--- src/rtl/voxel_face_vertex_emitter_macros.svh ---
// assertion macros shared by the voxel face vertex emitter modules
// expects signals named clock and reset in the using module
`ifndef VOXEL_FACE_VERTEX_EMITTER_MACROS_SVH
`define VOXEL_FACE_VERTEX_EMITTER_MACROS_SVH

// condition holds at every edge out of reset
`define VFVE_ASSERT_NOW(label, cond, msg) \
   label: assert property (@(posedge clock) disable iff (reset) (cond)) else $error(msg);

// consequent holds in the same cycle as the antecedent
`define VFVE_ASSERT_IMPL(label, ante, cons, msg) \
   label: assert property (@(posedge clock) disable iff (reset) (ante) |-> (cons)) \
      else $error(msg);

// consequent holds in the cycle after the antecedent
`define VFVE_ASSERT_NEXT(label, ante, cons, msg) \
   label: assert property (@(posedge clock) disable iff (reset) (ante) |=> (cons)) \
      else $error(msg);

`endif

--- src/rtl/vfve_pkg.sv ---
// types, constants and corner tables for the voxel face vertex emitter
// no dependencies
package vfve_pkg;

   localparam int CHUNK_EDGE          = 16;
   localparam int ATLAS_TILES_PER_ROW = 16;

   // power of two, pointers wrap naturally
   localparam int QUEUE_DEPTH = 2;
   localparam int QUEUE_PTR_W = (QUEUE_DEPTH > 1) ? $clog2(QUEUE_DEPTH) : 1;
   localparam int QUEUE_CNT_W = $clog2(QUEUE_DEPTH + 1);

   localparam int NUM_FACES     = 6;
   localparam int VERTS_PER_FACE = 6;

   localparam int REQ_BITS   = 74;
   localparam int REQ_TDATA_W = 80;
   localparam int VERT_BITS  = 91;
   localparam int RSP_TDATA_W = 96;

   localparam logic [1:0] CSR_ORIGIN_X = 2'd0;
   localparam logic [1:0] CSR_ORIGIN_Y = 2'd1;
   localparam logic [1:0] CSR_ORIGIN_Z = 2'd2;

   localparam logic [2:0] LAST_VERT = 3'(VERTS_PER_FACE - 1);

   // request fields, last field in the low bits
   typedef struct packed {
      logic [5:0][7:0] tiles;     // +y, -y, -x, +x, -z, +z from low byte
      logic [5:0]      face_mask;
      logic [7:0]      block_kind;
      logic [3:0]      block_z;
      logic [3:0]      block_y;
      logic [3:0]      block_x;
   } req_type;

   typedef struct packed {
      logic [5:0][7:0]    tiles;
      logic [5:0]         face_mask;
      logic signed [24:0] base_z;
      logic signed [24:0] base_y;
      logic signed [24:0] base_x;
   } entry_type;

   typedef struct packed {
      logic      valid;
      entry_type entry;
   } push_type;

   // response vertex, last field in the low bits
   typedef struct packed {
      logic signed [1:0]  normal_z;
      logic signed [1:0]  normal_y;
      logic signed [1:0]  normal_x;
      logic [4:0]         tex_v;
      logic [4:0]         tex_u;
      logic signed [24:0] pos_z;
      logic signed [24:0] pos_y;
      logic signed [24:0] pos_x;
   } vert_type;

   // corner bits {x, y, z, u, v}
   localparam logic [4:0] CORNER_TAB [0:5][0:5] = '{
      '{5'b01001, 5'b01100, 5'b11110, 5'b01001, 5'b11110, 5'b11011},
      '{5'b00000, 5'b10111, 5'b00101, 5'b00000, 5'b10010, 5'b10111},
      '{5'b00011, 5'b00101, 5'b01100, 5'b00011, 5'b01100, 5'b01010},
      '{5'b10001, 5'b11110, 5'b10111, 5'b10001, 5'b11000, 5'b11110},
      '{5'b00001, 5'b01000, 5'b11010, 5'b00001, 5'b11010, 5'b10011},
      '{5'b00111, 5'b11100, 5'b01110, 5'b00111, 5'b10101, 5'b11100}
   };

   // normal codes {x, y, z}, two bits each
   localparam logic [5:0] NORMAL_TAB [0:5] = '{
      6'b00_01_00, 6'b00_11_00, 6'b11_00_00, 6'b01_00_00, 6'b00_00_11, 6'b00_00_01
   };

endpackage

--- src/rtl/voxel_face_vertex_emitter.sv ---
// voxel face vertex emitter: one voxel in, up to 36 triangle vertices out
// depends on vfve_pkg, vfve_front, vfve_queue and vfve_back
//
// usage
//   req channel: one voxel per request; req_tdata holds block_x, block_y,
//   block_z, block_kind, face_mask and six atlas tile indices.
//   csr channel: writes origin_x (index 0), origin_y (1), origin_z (2);
//   always ready; write only while no voxel is in flight.
//   rsp channel: one vertex per transfer, rsp_tlast on the final vertex
//   of a voxel. Empty voxels, voxels with no visible face and voxels
//   outside the chunk produce no transfers.
// flow and throughput
//   a voxel passes the queue and the walker on its way to the vertex
//   register. the walker emits one vertex per cycle, six per visible
//   face, while rsp_tready allows; the next voxel follows with no gap.
//   a two-entry queue between the request side and the walker keeps
//   accepting requests while vertices drain.
// reset and stall
//   reset clears the queue, the walker, the output valid flag and the
//   origin registers. when rsp_tready is low the vertex register holds,
//   the walker halts, and req_tready drops once the queue is full.
module voxel_face_vertex_emitter (
   input  logic                                 clock,
   input  logic                                 reset,
   input  logic                                 req_tvalid,
   output logic                                 req_tready,
   // block_x, block_y, block_z, block_kind, face_mask, tile_top,
   // tile_bottom, tile_west, tile_east, tile_north, tile_south, zero pad
   input  logic [vfve_pkg::REQ_TDATA_W-1:0]     req_tdata,
   output logic                                 rsp_tvalid,
   input  logic                                 rsp_tready,
   // pos_x, pos_y, pos_z, tex_u, tex_v, normal_x, normal_y, normal_z, zero pad
   output logic [vfve_pkg::RSP_TDATA_W-1:0]     rsp_tdata,
   output logic                                 rsp_tlast,
   input  logic                                 csr_valid,
   output logic                                 csr_ready,
   input  logic [1:0]                           csr_index,
   input  logic [23:0]                          csr_data
);

   vfve_pkg::req_type   req;
   vfve_pkg::push_type  push;
   vfve_pkg::entry_type pop_entry;
   logic                queue_full;
   logic                pop_valid;
   logic                pop;

   assign req = vfve_pkg::req_type'(req_tdata[vfve_pkg::REQ_BITS-1:0]);

   vfve_front u_front (
      .clock      (clock),
      .reset      (reset),
      .req_tvalid (req_tvalid),
      .req_tready (req_tready),
      .req        (req),
      .csr_valid  (csr_valid),
      .csr_ready  (csr_ready),
      .csr_index  (csr_index),
      .csr_data   (csr_data),
      .queue_full (queue_full),
      .push       (push)
   );

   vfve_queue u_queue (
      .clock     (clock),
      .reset     (reset),
      .push      (push),
      .full      (queue_full),
      .pop_valid (pop_valid),
      .pop_entry (pop_entry),
      .pop       (pop)
   );

   vfve_back u_back (
      .clock      (clock),
      .reset      (reset),
      .pop_valid  (pop_valid),
      .pop_entry  (pop_entry),
      .pop        (pop),
      .rsp_tvalid (rsp_tvalid),
      .rsp_tready (rsp_tready),
      .rsp_tdata  (rsp_tdata),
      .rsp_tlast  (rsp_tlast)
   );

endmodule

--- src/rtl/vfve_front.sv ---
// front end: origin registers, request accept, empty and range filtering
// depends on vfve_pkg
module vfve_front (
   input  logic              clock,
   input  logic              reset,
   input  logic              req_tvalid,
   output logic              req_tready,
   input  vfve_pkg::req_type req,
   input  logic              csr_valid,
   output logic              csr_ready,
   input  logic [1:0]        csr_index,
   input  logic [23:0]       csr_data,
   input  logic              queue_full,
   output vfve_pkg::push_type push
);

   logic [23:0] origin_x_ff, origin_x_in;
   logic [23:0] origin_y_ff, origin_y_in;
   logic [23:0] origin_z_ff, origin_z_in;
   logic        in_chunk;
   logic        visible;

   assign csr_ready  = 1'b1;
   assign req_tready = !queue_full;

   always_comb begin
      origin_x_in = origin_x_ff;
      origin_y_in = origin_y_ff;
      origin_z_in = origin_z_ff;
      if (csr_valid) begin
         case (csr_index)
            vfve_pkg::CSR_ORIGIN_X: origin_x_in = csr_data;
            vfve_pkg::CSR_ORIGIN_Y: origin_y_in = csr_data;
            vfve_pkg::CSR_ORIGIN_Z: origin_z_in = csr_data;
            default: ;
         endcase
      end
   end

   always_ff @(posedge clock) begin
      if (reset) begin
         origin_x_ff <= '0;
         origin_y_ff <= '0;
         origin_z_ff <= '0;
      end else begin
         origin_x_ff <= origin_x_in;
         origin_y_ff <= origin_y_in;
         origin_z_ff <= origin_z_in;
      end
   end

   assign in_chunk = (32'(req.block_x) < vfve_pkg::CHUNK_EDGE)
                  && (32'(req.block_y) < vfve_pkg::CHUNK_EDGE)
                  && (32'(req.block_z) < vfve_pkg::CHUNK_EDGE);
   assign visible  = (req.block_kind != 8'd0) && (req.face_mask != 6'd0);

   always_comb begin
      push.valid           = req_tvalid && req_tready && visible && in_chunk;
      push.entry.tiles     = req.tiles;
      push.entry.face_mask = req.face_mask;
      push.entry.base_x    = {origin_x_ff[23], origin_x_ff} + {21'd0, req.block_x};
      push.entry.base_y    = {origin_y_ff[23], origin_y_ff} + {21'd0, req.block_y};
      push.entry.base_z    = {origin_z_ff[23], origin_z_ff} + {21'd0, req.block_z};
   end

endmodule

--- src/rtl/vfve_queue.sv ---
// short queue of classified voxels between front and back end
// depends on vfve_pkg and the assertion macro header
`include "voxel_face_vertex_emitter_macros.svh"
module vfve_queue (
   input  logic                 clock,
   input  logic                 reset,
   input  vfve_pkg::push_type   push,
   output logic                 full,
   output logic                 pop_valid,
   output vfve_pkg::entry_type  pop_entry,
   input  logic                 pop
);

   localparam int PtrW = vfve_pkg::QUEUE_PTR_W;
   localparam int CntW = vfve_pkg::QUEUE_CNT_W;

   vfve_pkg::entry_type slots_ff [vfve_pkg::QUEUE_DEPTH];
   logic [PtrW-1:0] wr_ptr_ff, wr_ptr_in;
   logic [PtrW-1:0] rd_ptr_ff, rd_ptr_in;
   logic [CntW-1:0] count_ff, count_in;
   logic            do_pop;

   assign full      = count_ff == CntW'(vfve_pkg::QUEUE_DEPTH);
   assign pop_valid = count_ff != '0;
   assign pop_entry = slots_ff[rd_ptr_ff];
   assign do_pop    = pop && pop_valid;

   always_comb begin
      wr_ptr_in = push.valid ? wr_ptr_ff + PtrW'(1) : wr_ptr_ff;
      rd_ptr_in = do_pop ? rd_ptr_ff + PtrW'(1) : rd_ptr_ff;
      count_in  = count_ff;
      if (push.valid && !do_pop) begin
         count_in = count_ff + CntW'(1);
      end else if (do_pop && !push.valid) begin
         count_in = count_ff - CntW'(1);
      end
   end

   always_ff @(posedge clock) begin
      if (reset) begin
         wr_ptr_ff <= '0;
         rd_ptr_ff <= '0;
         count_ff  <= '0;
      end else begin
         wr_ptr_ff <= wr_ptr_in;
         rd_ptr_ff <= rd_ptr_in;
         count_ff  <= count_in;
      end
   end

   always_ff @(posedge clock) begin
      if (push.valid) begin
         slots_ff[wr_ptr_ff] <= push.entry;
      end
   end

   `VFVE_ASSERT_NOW(a_count_bound, count_ff <= CntW'(vfve_pkg::QUEUE_DEPTH), "queue count overflow")
   `VFVE_ASSERT_IMPL(a_no_push_full, push.valid, !full, "push into full queue")

endmodule

--- src/rtl/vfve_back.sv ---
// back end: walks visible faces and corners, drives the vertex output register
// depends on vfve_pkg and the assertion macro header
`include "voxel_face_vertex_emitter_macros.svh"
module vfve_back (
   input  logic                                 clock,
   input  logic                                 reset,
   input  logic                                 pop_valid,
   input  vfve_pkg::entry_type                  pop_entry,
   output logic                                 pop,
   output logic                                 rsp_tvalid,
   input  logic                                 rsp_tready,
   output logic [vfve_pkg::RSP_TDATA_W-1:0]     rsp_tdata,
   output logic                                 rsp_tlast
);

   localparam int TilesPerRow = vfve_pkg::ATLAS_TILES_PER_ROW;

   vfve_pkg::entry_type cur_ff, cur_in;
   logic                busy_ff, busy_in;
   logic [5:0]          rem_ff, rem_in;
   logic [2:0]          vtx_ff, vtx_in;
   logic                rsp_valid_ff, rsp_valid_in;
   logic                rsp_last_ff, rsp_last_in;
   vfve_pkg::vert_type  vert_ff, vert_in;

   logic [2:0] face;
   logic       one_left;
   logic       step;
   logic       end_item;
   logic       load;
   logic [4:0] corner;
   logic [5:0] normal;
   logic [7:0] tile;
   logic [7:0] col;
   logic [7:0] row;
   logic [7:0] sum_u;
   logic [7:0] sum_v;

   always_comb begin
      face = 3'd0;
      for (int i = vfve_pkg::NUM_FACES - 1; i >= 0; i--) begin
         if (rem_ff[i]) begin
            face = 3'(i);
         end
      end
   end

   assign one_left = (rem_ff & (rem_ff - 6'd1)) == 6'd0;
   assign step     = busy_ff && (!rsp_valid_ff || rsp_tready);
   assign end_item = step && (vtx_ff == vfve_pkg::LAST_VERT) && one_left;
   assign load     = pop_valid && (!busy_ff || end_item);
   assign pop      = load;

   assign corner = vfve_pkg::CORNER_TAB[face][vtx_ff];
   assign normal = vfve_pkg::NORMAL_TAB[face];
   assign tile   = cur_ff.tiles[face];
   assign col    = 8'(tile % TilesPerRow);
   assign row    = 8'(tile / TilesPerRow);
   assign sum_u  = {7'd0, corner[1]} + col;
   assign sum_v  = {7'd0, corner[0]} + row;

   always_comb begin
      vert_in.pos_x    = cur_ff.base_x + {24'd0, corner[4]};
      vert_in.pos_y    = cur_ff.base_y + {24'd0, corner[3]};
      vert_in.pos_z    = cur_ff.base_z + {24'd0, corner[2]};
      vert_in.tex_u    = sum_u[4:0];
      vert_in.tex_v    = sum_v[4:0];
      vert_in.normal_x = normal[5:4];
      vert_in.normal_y = normal[3:2];
      vert_in.normal_z = normal[1:0];
   end

   always_comb begin
      cur_in       = cur_ff;
      busy_in      = busy_ff;
      rem_in       = rem_ff;
      vtx_in       = vtx_ff;
      rsp_last_in  = rsp_last_ff;
      rsp_valid_in = rsp_valid_ff && !rsp_tready;
      if (step) begin
         rsp_valid_in = 1'b1;
         rsp_last_in  = (vtx_ff == vfve_pkg::LAST_VERT) && one_left;
         if (vtx_ff == vfve_pkg::LAST_VERT) begin
            vtx_in = 3'd0;
            rem_in = rem_ff & ~(6'd1 << face);
            if (one_left) begin
               busy_in = 1'b0;
            end
         end else begin
            vtx_in = vtx_ff + 3'd1;
         end
      end
      if (load) begin
         cur_in  = pop_entry;
         busy_in = 1'b1;
         rem_in  = pop_entry.face_mask;
         vtx_in  = 3'd0;
      end
   end

   always_ff @(posedge clock) begin
      if (reset) begin
         busy_ff      <= 1'b0;
         rem_ff       <= '0;
         vtx_ff       <= '0;
         rsp_valid_ff <= 1'b0;
      end else begin
         busy_ff      <= busy_in;
         rem_ff       <= rem_in;
         vtx_ff       <= vtx_in;
         rsp_valid_ff <= rsp_valid_in;
      end
   end

   always_ff @(posedge clock) begin
      cur_ff      <= cur_in;
      rsp_last_ff <= rsp_last_in;
      if (step) begin
         vert_ff <= vert_in;
      end
   end

   assign rsp_tvalid = rsp_valid_ff;
   assign rsp_tlast  = rsp_last_ff;
   assign rsp_tdata  = {(vfve_pkg::RSP_TDATA_W - vfve_pkg::VERT_BITS)'(0), vert_ff};

   `VFVE_ASSERT_IMPL(a_busy_has_face, busy_ff, rem_ff != 6'd0, "busy with no face left")
   `VFVE_ASSERT_IMPL(a_vtx_range, busy_ff, vtx_ff <= vfve_pkg::LAST_VERT, "corner index out of range")
   `VFVE_ASSERT_NEXT(a_load_starts, load, busy_ff && vtx_ff == 3'd0, "load did not start a voxel")

endmodule

--- config.mk ---
export PLATFORM = sky130hd
export DESIGN_NAME = voxel_face_vertex_emitter
export DESIGN_NICKNAME = d
export VERILOG_FILES = /design/src/rtl/vfve_pkg.sv /design/src/rtl/voxel_face_vertex_emitter.sv /design/src/rtl/vfve_front.sv /design/src/rtl/vfve_queue.sv /design/src/rtl/vfve_back.sv
export VERILOG_INCLUDE_DIRS = /design/src /design/src/rtl
export SDC_FILE = /design/constraint.sdc
export NUM_CORES = 1
export LEC_CHECK = 0
export ABC_AREA = 1
export BUFFER_PORTS_ARGS = -buffer_cell sky130_fd_sc_hd__buf_2
export CORE_MARGIN = 2
export CORE_UTILIZATION = 60
export CTS_CLUSTER_DIAMETER = 80
export DETAILED_ROUTE_END_ITERATION = 8
export HOLD_SLACK_MARGIN = 0.06
export MAX_ROUTING_LAYER = met4
export PLACE_DENSITY = 0.8
export SLEW_MARGIN = 10
export SYNTH_ARGS = -nofsm -noshare
export SYNTH_HDL_FRONTEND = slang
export SYNTH_SLANG_ARGS = --single-unit
--- constraint.sdc ---
create_clock -name clock -period 12.3 [get_ports clock]
set_input_delay 1.23 -clock clock [delete_from_list [all_inputs] [get_ports clock]]
set_output_delay 1.23 -clock clock [all_outputs]
set_load 0.05 [all_outputs]
==> impl_metrics.prom <==
# TYPE chip_impl_metric gauge
chip_impl_info{name="outcome",value="finished, final reports clean"} 1
chip_impl_metric{name="fp.coreArea",unit="um^2"} 38700
chip_impl_info{name="hold_path.class",value="reg2reg"} 1
chip_impl_metric{name="flops_latches_synth",unit=""} 561
chip_impl_metric{name="remaining_drc_errors",unit=""} 0
chip_impl_metric{name="die_h",unit="um"} 202
chip_impl_metric{name="synth.area.mux_share",unit="%"} 6.16
chip_impl_metric{name="nNetsFinal",unit=""} 2155
chip_impl_metric{name="post_route_cells_drive_above_1_share",unit="%"} 24.2
chip_impl_info{name="layout.cells.most_common",value="sky130_fd_sc_hd__edfxtp_1"} 1
chip_impl_info{name="crit_start_category",value="flip-flop"} 1
chip_impl_info{name="grt_setup_unrepaired",value="no"} 1
chip_impl_metric{name="place_inst",unit=""} 2470
chip_impl_metric{name="yosys.cell_types.count",unit=""} 54
chip_impl_metric{name="finalWirelength",unit="mm"} 48.9
chip_impl_metric{name="route.detailed.wl_per_inst",unit="um"} 19.0
chip_impl_metric{name="number_of_global_route_vias_before_repair",unit=""} 13700
chip_impl_metric{name="timing.critical_path.fanout_max",unit=""} 12
chip_impl_metric{name="cts-buffers-inserted",unit=""} 55
chip_impl_metric{name="cts_hold_buf",unit=""} 0
chip_impl_metric{name="powerDensity",unit="nW/um^2"} 249
chip_impl_metric{name="yosys.area_share.xor_xnor",unit="%"} 5.01
chip_impl_info{name="synth_top_family_by_area",value="simple AND/OR/NAND/NOR gates"} 1
chip_impl_metric{name="total_switching_power",unit="mW"} 2.36
chip_impl_metric{name="grt.total_usage",unit="%"} 24.3
chip_impl_metric{name="synth_async_sr_flop_share",unit="%"} 0
chip_impl_metric{name="worst-endpoint-required",unit="ns"} 12.63
chip_impl_metric{name="worstMarginPinSlew",unit="ns"} 1.10
chip_impl_metric{name="vdd_drop_max",unit="mV"} 0.141
chip_impl_metric{name="post_route_skew",unit="ns"} 0.0307
chip_impl_metric{name="cp_data_arrival_time",unit="ns"} 4.39
chip_impl_metric{name="min_period",unit="ns"} 4.06
chip_impl_metric{name="post_synth.cell_area_avg",unit="um^2"} 13.2
chip_impl_metric{name="final_antenna_net_count",unit=""} 0
chip_impl_metric{name="p_leak",unit="nW"} 9.96
chip_impl_metric{name="route.detailed.vias_per_inst",unit=""} 5.48
chip_impl_metric{name="final_min_period_over_clock_period",unit="%"} 33.0
chip_impl_metric{name="row_count",unit=""} 72
chip_impl_info{name="cp-end-kind",value="flip-flop"} 1
chip_impl_metric{name="dr_total_vias",unit=""} 14100
chip_impl_metric{name="max_slew_violations",unit=""} 0
chip_impl_metric{name="synth-seq-area-share",unit="%"} 67.7
chip_impl_metric{name="final_cell_count_no_fill",unit=""} 2576
chip_impl_metric{name="area_fraction_in_compound_gates_after_synthesis",unit="%"} 3.87
chip_impl_metric{name="finalInstanceArea",unit="um^2"} 26800
chip_impl_metric{name="syn-instance-count",unit=""} 1793
chip_impl_info{name="cts.root.buffer_cell",value="sky130_fd_sc_hd__clkbuf_16"} 1
chip_impl_metric{name="final_util",unit="%"} 69.3
chip_impl_metric{name="max_cap_violations",unit=""} 0
chip_impl_metric{name="detailedRoute.firstPassIterationCount",unit=""} 6
chip_impl_metric{name="area_overhead_of_the_layout_relative_to_synthesis",unit="%"} 13.8
chip_impl_info{name="ys_dominant_reg_cell",value="sky130_fd_sc_hd__edfxtp_1"} 1
chip_impl_metric{name="placedInstanceArea",unit="um^2"} 25000
chip_impl_metric{name="synth_area",unit="um^2"} 23600
chip_impl_metric{name="antenna_found_initial",unit=""} 2
chip_impl_metric{name="synth_top_area_share",unit="%"} 60.2
chip_impl_metric{name="max_clock_freq",unit="MHz"} 246
chip_impl_metric{name="p_seq_share",unit="%"} 45.7
chip_impl_metric{name="dp_hpwl",unit="mm"} 33.7
chip_impl_metric{name="cts_setup_buffers",unit=""} 0
chip_impl_metric{name="yosys.area_share.adder",unit="%"} 1.95
chip_impl_info{name="cts_tree",value="done"} 1
chip_impl_metric{name="clock_insertion_delay_worst_skew",unit="ns"} 0.61
chip_impl_metric{name="globalRoute.totalOverflow",unit=""} 0
chip_impl_metric{name="report.power.total",unit="mW"} 6.68
chip_impl_metric{name="grt_first_pass_wirelength",unit="mm"} 74.5
chip_impl_metric{name="cts.reportedPaths.clkPinSlew",unit="ns"} 0.06
chip_impl_info{name="layout.cells.most_common_list",value="sky130_fd_sc_hd__edfxtp_1 (473), sky130_fd_sc_hd__buf_2 (198), sky130_fd_sc_hd__nand2_1 (196), sky130_fd_sc_hd__nor2_1 (164), sky130_fd_sc_hd__mux2_2 (129)"} 1
chip_impl_info{name="crit_type",value="reg2reg"} 1
chip_impl_metric{name="initial_utilization",unit="%"} 60.9
chip_impl_metric{name="yosys_warnings",unit=""} 0
chip_impl_metric{name="floorplan.io_pins",unit=""} 211
chip_impl_metric{name="gp_congestion",unit=""} 0.917
chip_impl_info{name="synth.largest_area_cell",value="sky130_fd_sc_hd__edfxtp_1"} 1
chip_impl_metric{name="ctsResizeCount",unit=""} 0
chip_impl_metric{name="grt_max_degree",unit=""} 83
chip_impl_metric{name="cts-htree-levels",unit=""} 2
chip_impl_metric{name="cts.sinks",unit=""} 561
chip_impl_info{name="synth_area_leaders",value="sky130_fd_sc_hd__edfxtp_1 (60%), sky130_fd_sc_hd__dfxtp_1 (7.5%), sky130_fd_sc_hd__mux2_2 (6.2%), sky130_fd_sc_hd__xor2_1 (3.3%), sky130_fd_sc_hd__nand2_1 (3.1%)"} 1
chip_impl_metric{name="portBuffers",unit=""} 198
chip_impl_metric{name="sw_frac_of_total",unit="%"} 35.3
chip_impl_metric{name="clk_path_buf_depth",unit=""} 3
chip_impl_metric{name="floorplan.die.width",unit="um"} 202
chip_impl_metric{name="combinational_cell_fraction_of_total_power",unit="%"} 29.6
chip_impl_metric{name="timing.setup.tns",unit="ns"} 0
chip_impl_metric{name="p_int",unit="mW"} 4.32
chip_impl_metric{name="drt-initial-drc-count",unit=""} 1097
chip_impl_metric{name="power.share.clock",unit="%"} 24.7
chip_impl_metric{name="maxSlewHeadroom",unit="%"} 26.1
chip_impl_metric{name="die-area",unit="um^2"} 40900
chip_impl_metric{name="synth-edff-count",unit=""} 473
chip_impl_metric{name="timing_hold_violations_final",unit=""} 0
chip_impl_metric{name="yosys.area_share.simple",unit="%"} 12.0
chip_impl_metric{name="setup_viol",unit=""} 0
chip_impl_metric{name="num-fill-cells",unit=""} 2660
==> final timing paths <==
kind                                        from                             end  slack, ns  cells after the start
hold / removal    u_queue.rd_ptr_ff$_SDFFE_PP0P_  u_queue.rd_ptr_ff$_SDFFE_PP0P_       0.49                      2
hold reg to reg   u_queue.rd_ptr_ff$_SDFFE_PP0P_  u_queue.rd_ptr_ff$_SDFFE_PP0P_       0.49                      2
setup reg to reg   u_back.rem_ff[0]$_SDFFE_PP0P_  u_back.rsp_tdata[44]$_DFFE_PP_       8.24                     18
setup / recovery   u_back.rem_ff[0]$_SDFFE_PP0P_  u_back.rsp_tdata[44]$_DFFE_PP_       8.24                     18
==> final cells by class <==
cell class	count	area [um^2]	share of cell area, %
antenna	2	5.00	0.0186
tap	518	648	2.42
inverter	133	503	1.87
timing repair buffer	206	1050	3.92
clock buffer	74	1500	5.59
clock inverter	30	287	1.07
multi-input combinational	1052	6880	25.6
sequential	561	16000	59.5
==> flip-flops by register name (all words and copies together) (netlist names), 2 cells and up, named ones only <==
register	count
u_queue.slots_ff	258
u_queue.count_ff	2
u_back.rsp_tdata	91
u_front.origin_x_ff	24
u_back.cur_ff	123
u_back.vtx_ff	3
u_back.rem_ff	6
u_front.origin_z_ff	24
u_front.origin_y_ff	24
==> cell usage after synthesis (7+ instances only) <==
library cell and instances:
sky130_fd_sc_hd__a21oi_1 53, sky130_fd_sc_hd__buf_2 15, sky130_fd_sc_hd__buf_4 10, sky130_fd_sc_hd__clkbuf_1 23
sky130_fd_sc_hd__dfxtp_1 88, sky130_fd_sc_hd__edfxtp_1 473, sky130_fd_sc_hd__ha_1 32, sky130_fd_sc_hd__inv_1 124
sky130_fd_sc_hd__inv_2 8, sky130_fd_sc_hd__mux2_2 129, sky130_fd_sc_hd__nand2_1 196, sky130_fd_sc_hd__nand2_2 12
sky130_fd_sc_hd__nand3_1 61, sky130_fd_sc_hd__nand3_2 10, sky130_fd_sc_hd__nand3b_1 13, sky130_fd_sc_hd__nand4_1 35
sky130_fd_sc_hd__nor2_1 166, sky130_fd_sc_hd__nor2_2 12, sky130_fd_sc_hd__nor2_4 13, sky130_fd_sc_hd__nor3_1 27
sky130_fd_sc_hd__nor4_1 15, sky130_fd_sc_hd__o21ai_0 84, sky130_fd_sc_hd__o21ai_1 7, sky130_fd_sc_hd__xnor2_1 45
sky130_fd_sc_hd__xor2_1 88
==> cell families (layout without fill, tap and decap cells) <==
family	after synthesis	in the layout
other cells	2	8
buf+inv	184	443
xor+xnor	134	134
fa+ha+maj	35	35
simple gates	580	580
flops	561	561
mux	129	129
compound gates	168	168
==> critical path: stages (launching register included) <==
cell and delay (ns):
sky130_fd_sc_hd__dfxtp_1 0.32, sky130_fd_sc_hd__nor2_2 0.17, sky130_fd_sc_hd__inv_1 0.08, sky130_fd_sc_hd__nor2_1 0.78
sky130_fd_sc_hd__inv_1 0.38, sky130_fd_sc_hd__ha_1 0.29, sky130_fd_sc_hd__nand2_1 0.08, sky130_fd_sc_hd__o211ai_1 0.08
sky130_fd_sc_hd__o21ai_0 0.24, sky130_fd_sc_hd__ha_1 0.24, sky130_fd_sc_hd__nand3_2 0.13, sky130_fd_sc_hd__nor2_4 0.17
sky130_fd_sc_hd__nand3_2 0.13, sky130_fd_sc_hd__nor2_1 0.11, sky130_fd_sc_hd__nand3_1 0.12, sky130_fd_sc_hd__nor2_2 0.17
sky130_fd_sc_hd__nand3_1 0.10, sky130_fd_sc_hd__nor2_2 0.11, sky130_fd_sc_hd__a21oi_1 0.07
==> metrics by stage <==
stage / setup slack [ns] / hold slack [ns]
CTS: 8.13 / 0.500
global route: 7.87 / 0.518
detailed placement: 8.06 / 0.486
floorplan: 4.76 / 0.449
global placement: 8.18 / 0.471
finish: 8.24 / 0.494
==> layer usage <==
| layer | part of all wire [%] | vias up | global-route usage, % |
|---|---|---|---|
| met5 | 0 | - | - |
| met4 | 2.7 | 0 | 7.12 |
| met3 | 6.4 | 88 | 4.53 |
| met2 | 48 | 493 | 38.9 |
| met1 | 43 | 6758 | 32.1 |
| li1 | - | 6779 | - |
==> power by group through the flow <==
stage	sequential, mW	clock (mW)	combinational, mW
2_1_floorplan	3.39	0	1.15
3_3_place_gp	3.07	0	1.93
3_5_place_dp	3.09	0	1.97
4_1_cts	3.06	1.68	1.99
5_1_grt	3.10	1.76	2.15
6_report	3.05	1.65	1.97
No activity file was read; power rests on OpenSTA's default activity.
